### config.mk
export PLATFORM = sky130hd
export DESIGN_NAME = cpg_cordic
export DESIGN_NICKNAME = d
export VERILOG_FILES = /design/src/sv/cpg_pkg.sv /design/src/sv/cpg_cordic_cell.sv /design/src/sv/cpg_cordic.sv
export SDC_FILE = /design/constraint.sdc
export NUM_CORES = 2
export LEC_CHECK = 0
export BUFFER_PORTS_ARGS = -buffer_cell sky130_fd_sc_hd__buf_2
export CORE_ASPECT_RATIO = 0.7
export CORE_MARGIN = 1
export CORE_UTILIZATION = 25
export DETAILED_ROUTE_END_ITERATION = 16
export PLACE_DENSITY_LB_ADDON = 0.05
export SYNTH_ARGS = -nofsm -noshare
export SYNTH_HDL_FRONTEND = slang
export SYNTH_SLANG_ARGS = --single-unit
### constraint.sdc
create_clock -name clk -period 4 [get_ports clk]
set_input_delay 0.6 -clock clk [delete_from_list [all_inputs] [get_ports clk]]
set_output_delay 0.6 -clock clk [all_outputs]
set_load 0.03 [all_outputs]
### src/sv/cpg_pkg.sv
`timescale 1ns / 1ps

package cpg_pkg;

    localparam int PHASE_BITS  = 24;
    localparam int MIN_TICK_MS = 5;

    // Widths of the phase-step division.
    localparam int NUM_W      = 48;
    localparam int DEN_W      = 33;
    localparam int DIV_STEPS  = NUM_W + PHASE_BITS + 8;
    localparam int DIV_CNT_W  = $clog2(DIV_STEPS);
    localparam int FRAC_BITS  = PHASE_BITS - 2;
    localparam int ZPROD_W    = FRAC_BITS + 19;

    localparam logic [20:0] TWO_PI_1000_Q8 = 21'd1608495;
    localparam logic [18:0] TWO_PI_Q16     = 19'd411775;

    // CORDIC datapath.
    localparam int CORDIC_STAGES = 16;
    localparam int XY_W          = 32;
    localparam int Z_W           = 19;
    localparam int ANG_W         = 17;
    localparam logic signed [XY_W-1:0] CORDIC_START = 32'sd652032874;

    localparam logic [1:0] OP_START = 2'd0;
    localparam logic [1:0] OP_STOP  = 2'd1;
    localparam logic [1:0] OP_TICK  = 2'd2;

    localparam logic [1:0] KIND_LEAD_IN = 2'd0;
    localparam logic [1:0] KIND_POINT   = 2'd1;
    localparam logic [1:0] KIND_HOME    = 2'd2;

    localparam logic [2:0] REG_SPEED    = 3'd0;
    localparam logic [2:0] REG_CENTER_X = 3'd1;
    localparam logic [2:0] REG_CENTER_Z = 3'd2;
    localparam logic [2:0] REG_RADIUS   = 3'd3;

    typedef enum logic [2:0] {
        S_IDLE,
        S_MULT,
        S_DIV,
        S_ANGLE,
        S_CORDIC,
        S_SCALE,
        S_SUM,
        S_EMIT
    } state_t;

    typedef struct packed {
        logic signed [XY_W-1:0] x;
        logic signed [XY_W-1:0] y;
        logic signed [Z_W-1:0]  z;
    } cordic_vec_t;

    typedef struct packed {
        logic busy;
        logic done;
    } div_stat_t;

    function automatic logic [ANG_W-1:0] atan_q16(input logic [3:0] i);
        logic [ANG_W-1:0] a;
        unique case (i)
            4'd0:    a = 17'd51472;
            4'd1:    a = 17'd30386;
            4'd2:    a = 17'd16055;
            4'd3:    a = 17'd8150;
            4'd4:    a = 17'd4091;
            4'd5:    a = 17'd2047;
            4'd6:    a = 17'd1024;
            4'd7:    a = 17'd512;
            4'd8:    a = 17'd256;
            4'd9:    a = 17'd128;
            4'd10:   a = 17'd64;
            4'd11:   a = 17'd32;
            4'd12:   a = 17'd16;
            4'd13:   a = 17'd8;
            4'd14:   a = 17'd4;
            default: a = 17'd2;
        endcase
        return a;
    endfunction

endpackage

### src/sv/cpg_cordic_cell.sv
`timescale 1ns / 1ps

module cpg_cordic_cell (
    input  logic                         clk,
    input  logic                         rst_n,
    input  logic                         in_valid,
    input  cpg_pkg::cordic_vec_t         in_vec,
    input  logic [3:0]                   shift,
    input  logic [cpg_pkg::ANG_W-1:0]    angle,
    output logic                         out_valid,
    output cpg_pkg::cordic_vec_t         out_vec
);

    logic                  valid_reg;
    cpg_pkg::cordic_vec_t  vec_reg, vec_next;
    logic signed [cpg_pkg::XY_W-1:0] xs;
    logic signed [cpg_pkg::XY_W-1:0] ys;
    logic signed [cpg_pkg::Z_W-1:0]  ang;

    always_comb
    begin
        xs  = in_vec.x >>> shift;
        ys  = in_vec.y >>> shift;
        ang = $signed({{(cpg_pkg::Z_W - cpg_pkg::ANG_W){1'b0}}, angle});
        if (!in_vec.z[cpg_pkg::Z_W-1])
        begin
            vec_next.x = in_vec.x - ys;
            vec_next.y = in_vec.y + xs;
            vec_next.z = in_vec.z - ang;
        end
        else
        begin
            vec_next.x = in_vec.x + ys;
            vec_next.y = in_vec.y - xs;
            vec_next.z = in_vec.z + ang;
        end
    end

    always_ff @(posedge clk or negedge rst_n)
    begin
        if (!rst_n)
        begin
            valid_reg <= 1'b0;
        end
        else
        begin
            valid_reg <= in_valid;
        end
    end

    always_ff @(posedge clk)
    begin
        vec_reg <= vec_next;
    end

    assign out_valid = valid_reg;
    assign out_vec   = vec_reg;

endmodule

### src/sv/cpg_cordic.sv
`timescale 1ns / 1ps

module cpg_cordic (
    input  logic                  clk,
    input  logic                  rst_n,
    input  logic                  in_valid,
    input  cpg_pkg::cordic_vec_t  in_vec,
    output logic                  out_valid,
    output cpg_pkg::cordic_vec_t  out_vec
);

    logic                  vld [0:cpg_pkg::CORDIC_STAGES];
    cpg_pkg::cordic_vec_t  vec [0:cpg_pkg::CORDIC_STAGES];

    assign vld[0] = in_valid;
    assign vec[0] = in_vec;

    for (genvar i = 0; i < cpg_pkg::CORDIC_STAGES; i++)
    begin : g_cell
        cpg_cordic_cell u_cell (
            .clk       (clk),
            .rst_n     (rst_n),
            .in_valid  (vld[i]),
            .in_vec    (vec[i]),
            .shift     (4'(i)),
            .angle     (cpg_pkg::atan_q16(4'(i))),
            .out_valid (vld[i+1]),
            .out_vec   (vec[i+1])
        );
    end

    assign out_valid = vld[cpg_pkg::CORDIC_STAGES];
    assign out_vec   = vec[cpg_pkg::CORDIC_STAGES];

endmodule
==> flow_summary.json <==
{
  "timing.slew.headroom": 0.1046,
  "yosys.area_share.adder": 0.1779,
  "muxShareOfSynthArea": 0.01205,
  "synth_area_um2": 101800,
  "drive_gt1_frac": 0.3284,
  "violations": "negative setup slack",
  "row_count": 195,
  "fin_crit_sh": 1.059,
  "avgSynthCellArea_um2": 8.448,
  "synth_simple_gate_area_frac": 0.1437,
  "synth_top_family_by_area": "compound AO/OA/AOI/OAI gates",
  "die_h_um": 535.9,
  "grt_pass1_wl_um": 608000,
  "tns_ns": -4.813,
  "start_util": 0.2518,
  "cp_data_required_time_ns": 4.76,
  "cts_buffers": 173,
  "overflow": 0,
  "clkTransAtPathRegs_ns": 0.06,
  "hpwlAfterDp_um": 337800,
  "outcome": "complete, but fails checks",
  "vias": 98470,
  "yosys_warnings": 0,
  "slew_violations": 0,
  "fillers": 41600,
  "drc": 0,
  "tightest_slew_ns": 1.331,
  "fmax_mhz": 236.1,
  "first_pass_iters": 6,
  "ys_ff_latch": 1343,
  "synthXorXnorAreaFrac": 0.1528,
  "htree_num_levels": 4,
  "grt_setup_unrepaired": "yes",
  "finalNonFillerCells": 20820,
  "die-width_um": 764.6,
  "clock_skew_ns": 0.06269,
  "fp.dieArea_um2": 409700,
  "grt_max_degree": 72,
  "port_buffers": 169,
  "synth_edf_count": 0,
  "async_reset_ff_frac": 0.01191,
  "synth.area.top_cells": "dfxtp_1 26%, ha_1 17%, xnor2_1 10%",
  "synth_compound_area_frac": 0.2177,
  "syn_inst": 12050,
  "pin_count": 170,
  "synth_common_cells": "1408 x a21oi_1, 1369 x ha_1, 1327 x dfxtp_1",
  "cts_root_buffer": "clkbuf_16",
  "synth-main-ff-cell": "dfxtp_1",
  "vias_per_cell": 4.728,
  "maxCapViolCount": 0,
  "wl_per_cell_um": 19.63,
  "area_growth_pct": 45.39,
  "hold_violations": 0,
  "clock_latency_ns": 0.89,
  "drt_iter0_markers": 6141,
  "gp_congestion": 0.8764,
  "dpl.cell_count": 20130,
  "synth_cell_types": 86,
  "fin_hold_ws_ns": 0.1301,
  "clock_path_buffers": 4,
  "coreArea_um2": 404300,
  "syn_nets": 13550,
  "ys_seq_area_frac": 0.2649,
  "yosysMostFrequentCell": "a21oi_1",
  "nets": 16770,
  "synth_area_leader_cell": "dfxtp_1",
  "cp_max_fo": 2,
  "postRouteAntennaNets": 0,
  "critPathCaptureType": "flip-flop",
  "path_class": "reg2reg",
  "crit_arrival_ns": 4.99,
  "cts_tree": "done",
  "synth_top_area_share": 0.2610,
  "antenna_found_initial": 19,
  "grt_pass1_vias": 96080,
  "wirelength_um": 408700,
  "grt_usage": 0.1914,
  "hold_class": "in2reg",
  "critPathLaunchType": "flip-flop",
  "clock_sinks": 1343,
  "layout_min_cycle_time_ns": 4.235,
  "setup-violations-final": 49,
  "setup_ws_ns": -0.2354
}
## flip-flops by register name (all words and copies together) (netlist names)
signal                   count
g_cell.u_cell.out_vec     1327
g_cell.u_cell.out_valid     16
## critical path, stage by stage (launching register included)
cell and delay [ns]:
dfxtp_2 0.33, nor2_4 0.13, buf_6 0.12, nand2_4 0.06, nor4_4 0.20, buf_4 0.18
nand2b_4 0.06, or2_4 0.24, or4_4 0.45, nor2_4 0.15, a21oi_2 0.07, xor2_1 0.19
ha_1 0.30, a21o_1 0.23, buf_6 0.13, a31oi_4 0.19, buf_6 0.13, a211oi_4 0.04
nor3_2 0.21, o21ai_2 0.10, a221o_1 0.31, a21oi_2 0.14, xnor2_1 0.13
## layout by cell type (no fill, tap or decap), types with 46 or more instances in the layout
cell type / n
a211oi_1: 49
a21o_1: 597
a21oi_1: 1136
a21oi_2: 240
a31oi_1: 90
and3_1: 83
buf_2: 168
buf_4: 2897
buf_6: 177
clkbuf_16: 179
dfxtp_1: 1248
dfxtp_2: 68
ha_1: 1277
ha_4: 61
inv_1: 555
mux2i_1: 67
nand2_1: 492
nand2b_1: 153
nand3_1: 145
nand4_1: 82
nor2_1: 914
nor2_2: 57
nor2_4: 46
nor2b_1: 185
nor3_1: 215
o211ai_1: 54
o21a_1: 137
o21ai_0: 360
o21ai_1: 106
o21ai_2: 69
o21bai_1: 170
or3_1: 61
xnor2_1: 1083
xnor2_2: 75
xor2_1: 573
## logic make-up after synthesis
group           count (synthesis)
compound gates               3558
simple gates                 2999
xor+xnor                     1776
fa+ha+maj                    1418
flops                        1343
buf+inv                       837
mux                           117
## path summary, 6_finish.rpt
path,start,endpoint,slack (ns),cells past startpoint
worst max register to register,g_cell[5].u_cell.out_vec[27]$_DFF_P_,g_cell[6].u_cell.out_vec[82]$_DFF_P_,-0.24,22
min in group asynchronous,rst_n,g_cell[7].u_cell.out_valid$_DFF_PN0_,0.17,2
worst min register to register,g_cell[7].u_cell.out_vec[3]$_DFF_P_,g_cell[8].u_cell.out_vec[3]$_DFF_P_,0.32,0
max in group asynchronous,rst_n,g_cell[6].u_cell.out_valid$_DFF_PN0_,3.58,2
worst max-delay path,g_cell[5].u_cell.out_vec[27]$_DFF_P_,g_cell[6].u_cell.out_vec[82]$_DFF_P_,-0.24,22
worst min-delay path,in_vec[7],g_cell[0].u_cell.out_vec[7]$_DFF_P_,0.13,3
## cell type report
cell class | count | area, um2 | area share
Antenna cell | 5 | 12.51 | 0.00008455
Clock buffer | 229 | 4887 | 0.03303
Clock inverter | 81 | 1139 | 0.007694
Inverter | 599 | 2275 | 0.01537
Multi-Input combinational cell | 9868 | 80530 | 0.5442
Sequential cell | 1343 | 27090 | 0.1831
Tap cell | 5417 | 6778 | 0.04580
Timing Repair Buffer | 3282 | 25270 | 0.1708
## layer usage
layer	share of wire	vias to the layer above	global-route usage
met5	0.000066	-	0
met4	0.013	4	0.02508
met3	0.048	240	0.02289
met2	0.34	1732	0.2361
met1	0.60	47240	0.3364
li1	-	49250	-
## stage by stage
stage | setup WS [ns] | area, um2 | util
after global placement | -0.9649 | 129300 | 0.3199
after global routing | -0.4765 | 148000 | 0.3660
after CTS | -0.3538 | 141800 | 0.3506
final | -0.2354 | 148000 | 0.3660
after detailed placement | -0.8814 | 129300 | 0.3199
after floorplan | -0.05756 | 101900 | -
## repair_timing
item,in CTS,in global routing
pin swaps,544,917
setup endpoints to repair,297,323
hold buffers,11,0
endpoints found under the hold margin,25,0
resized for setup,1061,1105
setup buffers,247,210
Power is left out: the tool's default activity adds up to more than one toggle a clock period on the data nets, which glitch-free logic cannot reach.
