$ cat config.mk
export PLATFORM = sky130hd
export DESIGN_NAME = cpg_div
export DESIGN_NICKNAME = d
export VERILOG_FILES = /design/src/sv/cpg_pkg.sv /design/src/sv/cpg_div.sv
export SDC_FILE = /design/constraint.sdc
export NUM_CORES = 1
export LEC_CHECK = 0
export ABC_AREA = 1
export BUFFER_PORTS_ARGS = -buffer_cell sky130_fd_sc_hd__buf_4
export CORE_ASPECT_RATIO = 1.2
export CORE_MARGIN = 2
export CORE_UTILIZATION = 58
export CTS_BUF_LIST = sky130_fd_sc_hd__clkbuf_8 sky130_fd_sc_hd__clkbuf_16
export CTS_CLUSTER_DIAMETER = 60
export DETAILED_ROUTE_END_ITERATION = 7
export GPL_ROUTABILITY_DRIVEN = 1
export PLACE_DENSITY = 0.83
export SETUP_SLACK_MARGIN = 0.5
export SYNTH_ARGS = -nofsm -noshare
export SYNTH_HDL_FRONTEND = slang
export SYNTH_SLANG_ARGS = --single-unit
$ cat constraint.sdc
create_clock -name clk -period 3 [get_ports clk]
set_input_delay 0.6 -clock clk [delete_from_list [all_inputs] [get_ports clk]]
set_output_delay 0.6 -clock clk [all_outputs]
set_load 0.02 [all_outputs]
$ cat src/sv/cpg_pkg.sv
`timescale 1ns / 1ps

package cpg_pkg;

    localparam int PHASE_BITS  = 24;
    localparam int MIN_TICK_MS = 5;

    // Widths of the phase-step division.
    localparam int NUM_W      = 48;
    localparam int DEN_W      = 33;
    localparam int DIV_STEPS  = NUM_W + PHASE_BITS + 8;
    localparam int DIV_CNT_W  = $clog2(DIV_STEPS);
    localparam int FRAC_BITS  = PHASE_BITS - 2;
    localparam int ZPROD_W    = FRAC_BITS + 19;

    localparam logic [20:0] TWO_PI_1000_Q8 = 21'd1608495;
    localparam logic [18:0] TWO_PI_Q16     = 19'd411775;

    // CORDIC datapath.
    localparam int CORDIC_STAGES = 16;
    localparam int XY_W          = 32;
    localparam int Z_W           = 19;
    localparam int ANG_W         = 17;
    localparam logic signed [XY_W-1:0] CORDIC_START = 32'sd652032874;

    localparam logic [1:0] OP_START = 2'd0;
    localparam logic [1:0] OP_STOP  = 2'd1;
    localparam logic [1:0] OP_TICK  = 2'd2;

    localparam logic [1:0] KIND_LEAD_IN = 2'd0;
    localparam logic [1:0] KIND_POINT   = 2'd1;
    localparam logic [1:0] KIND_HOME    = 2'd2;

    localparam logic [2:0] REG_SPEED    = 3'd0;
    localparam logic [2:0] REG_CENTER_X = 3'd1;
    localparam logic [2:0] REG_CENTER_Z = 3'd2;
    localparam logic [2:0] REG_RADIUS   = 3'd3;

    typedef enum logic [2:0] {
        S_IDLE,
        S_MULT,
        S_DIV,
        S_ANGLE,
        S_CORDIC,
        S_SCALE,
        S_SUM,
        S_EMIT
    } state_t;

    typedef struct packed {
        logic signed [XY_W-1:0] x;
        logic signed [XY_W-1:0] y;
        logic signed [Z_W-1:0]  z;
    } cordic_vec_t;

    typedef struct packed {
        logic busy;
        logic done;
    } div_stat_t;

    function automatic logic [ANG_W-1:0] atan_q16(input logic [3:0] i);
        logic [ANG_W-1:0] a;
        unique case (i)
            4'd0:    a = 17'd51472;
            4'd1:    a = 17'd30386;
            4'd2:    a = 17'd16055;
            4'd3:    a = 17'd8150;
            4'd4:    a = 17'd4091;
            4'd5:    a = 17'd2047;
            4'd6:    a = 17'd1024;
            4'd7:    a = 17'd512;
            4'd8:    a = 17'd256;
            4'd9:    a = 17'd128;
            4'd10:   a = 17'd64;
            4'd11:   a = 17'd32;
            4'd12:   a = 17'd16;
            4'd13:   a = 17'd8;
            4'd14:   a = 17'd4;
            default: a = 17'd2;
        endcase
        return a;
    endfunction

endpackage

$ cat src/sv/cpg_div.sv
`timescale 1ns / 1ps

module cpg_div (
    input  logic                             clk,
    input  logic                             rst_n,
    input  logic                             start,
    input  logic [cpg_pkg::NUM_W-1:0]        num,
    input  logic [cpg_pkg::DEN_W-1:0]        den,
    output cpg_pkg::div_stat_t               stat,
    output logic [cpg_pkg::PHASE_BITS-1:0]   quot
);

    logic                              busy_reg, busy_next;
    logic                              done_reg, done_next;
    logic [cpg_pkg::DIV_CNT_W-1:0]     cnt_reg, cnt_next;
    logic [cpg_pkg::DEN_W-1:0]         rem_reg, rem_next;
    logic [cpg_pkg::NUM_W-1:0]         dvd_reg, dvd_next;
    logic [cpg_pkg::PHASE_BITS-1:0]    quot_reg, quot_next;
    logic [cpg_pkg::DEN_W:0]           trial;
    logic [cpg_pkg::DEN_W:0]           diff;
    logic                              ge;

    // The dividend is shifted in MSB first, followed by zeros; only the last
    // quotient bits are kept, which is the fraction of a turn.
    always_comb
    begin
        trial     = {rem_reg, dvd_reg[cpg_pkg::NUM_W-1]};
        ge        = trial >= {1'b0, den};
        diff      = trial - {1'b0, den};
        busy_next = busy_reg;
        done_next = 1'b0;
        cnt_next  = cnt_reg;
        rem_next  = rem_reg;
        dvd_next  = dvd_reg;
        quot_next = quot_reg;
        if (start)
        begin
            busy_next = 1'b1;
            cnt_next  = '0;
            rem_next  = '0;
            dvd_next  = num;
        end
        else if (busy_reg)
        begin
            rem_next  = ge ? diff[cpg_pkg::DEN_W-1:0] : trial[cpg_pkg::DEN_W-1:0];
            dvd_next  = {dvd_reg[cpg_pkg::NUM_W-2:0], 1'b0};
            quot_next = {quot_reg[cpg_pkg::PHASE_BITS-2:0], ge};
            cnt_next  = cnt_reg + 1'b1;
            if (cnt_reg == cpg_pkg::DIV_CNT_W'(cpg_pkg::DIV_STEPS - 1))
            begin
                busy_next = 1'b0;
                done_next = 1'b1;
            end
        end
    end

    always_ff @(posedge clk or negedge rst_n)
    begin
        if (!rst_n)
        begin
            busy_reg <= 1'b0;
            done_reg <= 1'b0;
            cnt_reg  <= '0;
        end
        else
        begin
            busy_reg <= busy_next;
            done_reg <= done_next;
            cnt_reg  <= cnt_next;
        end
    end

    always_ff @(posedge clk)
    begin
        rem_reg  <= rem_next;
        dvd_reg  <= dvd_next;
        quot_reg <= quot_next;
    end

    assign stat.busy = busy_reg;
    assign stat.done = done_reg;
    assign quot      = quot_reg;

endmodule

==> impl_results.md, run 1 <==
* Status: finished, final reports clean
* Maximum vdd drop at 485 µV
* Post-Syn Area at 7490 µm²
* Max Cap Viol at 0
* Slowest CP cell: fa_2
* Initial antenna violation count at 0
* Register-to-register setup slack at 0.67 ns
* Crit start category: flip-flop
* Max_slew headroom at 55.2%
* Post-layout min period at 2.33 ns
* H-tree levels at 4
* Number of enable flip-flop cells after synthesis at 72
* Synthesis Warnings at 0
* Routed wire per std cell at 12.9 µm
* Fin util at 72.0%
* Clk Latency, worst-skew pair at 0.42 ns
* GRT Total Usage at 27.1%
* Crit path kind: flip-flop to flip-flop
* Fmax at 429 MHz
* I/O pin count at 110
* Clock network power share at 24.3%
* Sw Share at 42.1%
* Pre-CTS setup slack at 0.279 ns
* Antenna cells at 0
* Cell family with most CP delay: simple AND/OR/NAND/NOR gates
* Hold Violations, Final at 0
* Detailed Place HPWL at 12900 µm
* Final worst-path cycle share at 77.7%
* Synthesized instance count at 1107
* Slew Viols, Final at 0
* Reg-to-Reg Start: dvd_reg[47]
* Crit path DAT at 2.69 ns
* Total leakage power at 5.04 nW
* Setup ws final at 0.668 ns
* CTS buffer count at 17
* Seq/Total Area, Yosys at 40.7%
* Pwr Density at 847 nW/µm²
* First-pass GRT wire length at 29500 µm
* Setup TNS at 0 ns
* Hold Slack at 0.447 ns
* Critical Path Stages at 17
* Int Pwr at 4.45 mW
* Number of cell rows at 45
* Max Root-Sink Buffers at 2
* Pin slew with the least headroom to its limit at 0.672 ns
* Sequential share of power at 28.9%
* Slowest stage delay, CP at 0.37 ns
* Clk sinks at 114
* Worst Setup EP: rem_reg[26]
* Largest net degree at the start of global routing at 58
* Max Fanout on Critical Path at 17
* Final Setup Violations at 0
* Max reg flops at 48
* Avg Inst Size Synth at 6.77 µm²
* CTS clk-pin slew, worst paths at 0.06 ns
* DRC Markers at 0
* Synth Register Bits at 114
* WL final at 17900 µm
* Primary FF master, synth: edfxtp_1
* Clock skew at 0.0141 ns
* Asr flop ratio synth at 7.89%
* Root buffer cell: clkbuf_16
* Area Overhead vs Synth at 21.1%
* DR pass1 iterations at 6
* Sw power at 3.24 mW
* Synth unique cells at 35
* Vias per inst at 5.03
* Total power at 7.69 mW
* Crit-path cells: inv_1, ha_1, inv_1, fa_2, nand2_1, nand2_1, nand3_2, nand2_2, nand2_2, nand2_2, nand2_2, nand2_4, nand2_8, nand2_4, nand2_1, nand3_1, nand2_1
* Die H at 128 µm
* Share of cells above drive strength 1 at 13.8%
* Unrepaired setup endpoints after global routing: no
* Remaining antenna violation count after routing at 0
* Cell count of the worst reg-to-reg path at 17
* Post-Syn Nets at 1226
* RR Endpoint: rem_reg[26]
* HP Class: input port to flip-flop
* Initial DRC count at 429
* Critical path origin: dvd_reg[47]
* CP endpoint kind: flip-flop
* WP buf/inv at 2
* Starting density of the core at 59.4%
* Die outline width at 108 µm
* Routability Congestion at 0.930
* Core footprint at 12600 µm²
* Combinational share of power at 46.8%
* Grt ovf at 0
* Vias in the first global route at 6570
* Final net count at 1336
* Via count at 7012
* Die Area at 13800 µm²
* Number of port buffers at 109
* Worst Path Required at 3.36 ns
* TritonCTS clock tree: yes
## cell families (layout without fill, tap and decap cells)
kind of cell	Yosys count	after routing	synth area share, %
flops	114	114	40.7
xor+xnor	15	15	1.75
fa+ha+maj	35	35	5.95
simple gates	682	683	37.3
compound gates	29	29	2.19
buf+inv	232	354	12.1
## power by group through the flow
stage	Sequential, mW	Clock, mW	Combinational, mW
final	2.22	1.87	3.60
after floorplan	2.22	0	2.71
after global placement	2.23	0	3.40
after global routing	2.26	1.96	4.10
after CTS	2.21	1.88	3.51
after detailed placement	2.24	0	3.46
## final cells by class
class / instances / area [µm²]
fillers: 1054 / 3540
well taps: 164 / 205
inverters: 204 / 766
flip-flops and latches: 114 / 3050
multi-input cells: 762 / 3580
clock buffers: 17 / 425
repair buffers: 118 / 933
clock inverters: 15 / 119
## metal layers
metal	GRT usage (%)	vias to the layer above	part of all wire, %
li1	-	3602	-
met1	34.4	3145	43
met2	45.1	221	48
met3	5.98	44	5.7
met4	10.8	0	3.5
met5	0	-	0
## stage by stage
step,instances,cell area (µm²)
after CTS,1393,9030
after global placement,1360,8470
after floorplan,1107,7490
final,1394,9070
after detailed placement,1360,8470
after global routing,1394,9070
## Yosys cell counts, types with 2 or more instances
cell	n	area, µm²
nand2_4	3	33.8
xnor2_1	14	123
nor2_1	46	173
o21ai_0	4	20.0
dfrtp_1	9	225
buf_4	2	15.0
inv_1	199	747
nand3b_1	7	52.6
a21oi_1	21	105
clkinv_1	2	7.51
nand4_1	3	18.8
dfxtp_1	33	661
nand2_1	508	1910
edfxtp_1	72	2160
buf_2	6	30.0
inv_2	3	11.3
nand2_2	4	25.0
nand3_2	2	20.0
nand3_1	87	435
ha_1	34	425
clkbuf_1	17	63.8
nor3_1	10	50.1
buf_6	3	33.8
and2_1	5	31.3
nor2_2	3	18.8
## cells in the final DEF, fill, tap and decap left out, types with 9 or more instances in the layout
master / instances
ha_1: 34
buf_4: 113
a21oi_1: 21
xnor2_1: 14
inv_1: 200
clkbuf_16: 17
edfxtp_1: 72
nand3_1: 87
nor2_1: 44
dfrtp_1: 9
nor3_1: 10
dfxtp_1: 33
nand2_1: 507
## what timing repair did
item                                   4_1_cts  5_1_grt
endpoints found under the hold margin        9        0
setup endpoints to repair                    1       31
cloned                                       0        1
hold buffers                                 1        0
gates resized for setup                      1        8
pin swaps                                    0        1
buffers inserted                             0        0
## worst min path at each step
stage               startpoint  slack, ns  depth (start not counted)          to
detailed placement       rst_n       0.43                          1  cnt_reg[6]
finish                  num[0]       0.45                          3  dvd_reg[0]
CTS                     num[0]       0.44                          3  dvd_reg[0]
global placement         rst_n       0.43                          1  cnt_reg[6]
floorplan                rst_n       0.30                          0    busy_reg
global route            num[0]       0.44                          3  dvd_reg[0]
## tightest hold or removal path: cells and delay by family
kind	cells	cell delay, ns
buffers and inverters	2	0.11
AND/OR/NAND/NOR	1	0.04
Note: power is estimated with default switching activity, not from simulation.
==> inputs of run 2 (changes only) <==
==> constraint.sdc (replaced) <==
create_clock -name clk -period 2.2 [get_ports clk]
set_input_delay 0.44 -clock clk [delete_from_list [all_inputs] [get_ports clk]]
set_output_delay 0.44 -clock clk [all_outputs]
set_load 0.02 [all_outputs]
==> run 2 against run 1 <==
The run now ends with setup timing left. Core utilization grew 4.8 points. Count of clock-buffer cells in the layout is the same. Global-route usage increased by 1.4 points. Sequential power rose by 36%. Highest routed layer unchanged. Critical endpoint is now rem_reg[15].
==> impl_results.md, run 2 (synthesized netlist as in run 1, its figures left out) <==
* Status: complete, but fails checks
* Failing checks: setup timing
* Crit path kind: flip-flop to flip-flop
* Clk sinks at 114 (unchanged)
* Unrepaired setup endpoints after global routing: yes
* WL final at 19200 µm (+7.2%)
* Worst Path Required at 2.50 ns (-0.86 ns)
* Number of port buffers at 109 (unchanged)
* Commonest non-fill, non-tap cells in the layout: 499 x nand2_1, 198 x inv_1, 169 x buf_4
* CP endpoint kind: flip-flop
* Slew Viols, Final at 0 (unchanged)
* Via count at 7285 (+3.9%)
* Remaining antenna violation count after routing at 0 (unchanged)
* Routed wire per std cell at 13.2 µm (+2.6%)
* CTS clk-pin slew, worst paths at 0.05 ns (about the same)
* Crit start category: flip-flop
* Final worst-path cycle share at 101% (+24 points)
* Root buffer cell: clkbuf_16
* Metal3 WL at 880 µm (-14%)
* Maximum vdd drop at 899 µV (+85%)
* Total power at 11.4 mW (+49%)
* Vias in the first global route at 7098 (+8.0%)
* GRT Total Usage at 28.5% (+1.4 points)
* Post-layout min period at 2.23 ns (-0.103 ns)
* Antenna cells at 0 (unchanged)
* Commonest non-fill, non-tap cell in the layout: nand2_1
* Core footprint at 12600 µm² (unchanged)
* DRC Markers at 0 (unchanged)
* Final net count at 1398 (+4.6%)
* DR pass1 iterations at 5 (-1)
* HP Class: input port to flip-flop
* Clk Latency, worst-skew pair at 0.41 ns (about the same)
* Area Overhead vs Synth at 29.3%
* Max_slew headroom at 69.9% (+15 points)
* Setup ws final at -0.0287 ns (-0.697 ns)
* Initial antenna violation count at 0 (unchanged)
* Die Area at 13800 µm² (unchanged)
* Filler cells at 972 (-7.8%)
* H-tree levels at 4 (unchanged)
* Top Metal Used: met4
* Final non-filler cell total at 1456 (+4.4%)
* Max reg flops at 48 (unchanged)
* Final Setup Violations at 2 (+2)
* Detailed Place HPWL at 13500 µm (+5.2%)
* M1 wire length at 7810 µm (+1.9%)
* Vias per inst at 5.00 (-0.53%)
* CTS buffer count at 17 (unchanged)
* Die H at 128 µm (unchanged)
* Cell count of the worst reg-to-reg path at 18 (+1)
* Grt ovf at 0 (unchanged)
* Number of cell rows at 45 (unchanged)
* Fmax at 449 MHz (+4.6%)
* Multi-input logic area at 3620 µm² (+1.0%)
* Length of routed met2 wiring at 9990 µm (+16%)
* Setup TNS at -0.0312 ns (-0.0312 ns)
* I/O pin count at 110 (unchanged)
* Share of cells above drive strength 1 at 19.0% (+5.2 points)
* Starting density of the core at 59.4% (unchanged)
* Clock skew at 0.00865 ns (-0.00550 ns)
* Routability Congestion at 0.937 (+0.79%)
* Hold Violations, Final at 0 (unchanged)
* Largest net degree at the start of global routing at 60 (+3.4%)
* First-pass GRT wire length at 31400 µm (+6.2%)
* Die outline width at 108 µm (unchanged)
* TritonCTS clock tree: yes
* Initial DRC count at 409 (-4.7%)
* Hold Path Stages at 2 (-1)
* Crit path DAT at 2.53 ns (-0.16 ns)
* Max Fanout on Critical Path at 6 (-11)
* Pin slew with the least headroom to its limit at 0.452 ns (-0.220 ns)
* Max Cap Viol at 0 (unchanged)
* Sequential cell area at 3050 µm² (about the same)
* Total leakage power at 5.38 nW (+6.8%)
* Max Root-Sink Buffers at 2 (unchanged)
* Dpl cells at 1417 (+4.2%)
* Pwr Density at 1180 nW/µm² (+39%)
## run 2: final cells by class
class	count	share of cell area, %
clock buffer	17	4.39
sequential	114	31.5
multi-input combinational	761	37.3
timing repair buffer	181	15.2
inverter	204	7.95
tap	164	2.12
clock inverter	15	1.49
## run 2: routing by layer
| layer | global-route usage (%) | vias to the layer above |
|---|---|---|
| met4 | 12.1 | 0 |
| li1 | - | 3718 |
| met3 | 5.37 | 44 |
| met5 | 0 | - |
| met1 | 33.1 | 3314 |
| met2 | 51.1 | 209 |
## run 2: path summary, 6_finish.rpt
kind	from	endpoint	slack [ns]
setup / recovery	dvd_reg[47]	rem_reg[15]	-0.03
hold / removal	start	cnt_reg[3]	0.30
setup reg to reg	dvd_reg[47]	rem_reg[15]	-0.03
hold reg to reg	quot[7]	quot[8]	0.45
max in group asynchronous	rst_n	busy_reg	1.65
min in group asynchronous	rst_n	done_reg	0.40
## run 2: repair_timing
item | in CTS | in global routing
endpoints found under the setup margin | 34 | 35
pin swaps | 2 | 1
resized for setup | 5 | 15
hold buffers | 1 | 0
cloned | 1 | 0
setup buffers | 3 | 2
hold endpoints to repair | 9 | 0
## run 2: per-stage QoR
| stage | utilization (%) | setup slack, ns | hold slack [ns] | instance area, µm² |
|---|---|---|---|---|
| after global placement | 71.0 | -0.0420 | 0.271 | 8960 |
| after CTS | 76.3 | 0.0381 | 0.279 | 9620 |
| after global routing | 76.8 | -0.140 | 0.285 | 9680 |
| final | 76.8 | -0.0287 | 0.295 | 9680 |
| after detailed placement | 71.0 | -0.103 | 0.270 | 8960 |
| after floorplan | - | 0.178 | 0.144 | 7560 |
## run 2: worst max-delay path: stages (launching register included)
cell and delay (ns):
edfxtp_1 0.38, inv_2 0.09, ha_4 0.12, inv_2 0.04, fa_2 0.34, nand2_2 0.08
nand2_2 0.07, nand3_2 0.07, nand2_2 0.07, nand2_2 0.07, nand2_2 0.06, nand2_2 0.08
nand2_4 0.07, nand2_8 0.10, buf_12 0.11, buf_16 0.11, nand3_1 0.09, nand3_1 0.11
nand2_1 0.05
## run 2: power by group
| part | switching, mW | internal (mW) | leakage, nW |
|---|---|---|---|
| registers | 0.307 | 2.73 | 1.15 |
| logic | 3.33 | 2.41 | 3.96 |
| clock network | 1.00 | 1.65 | 0.271 |
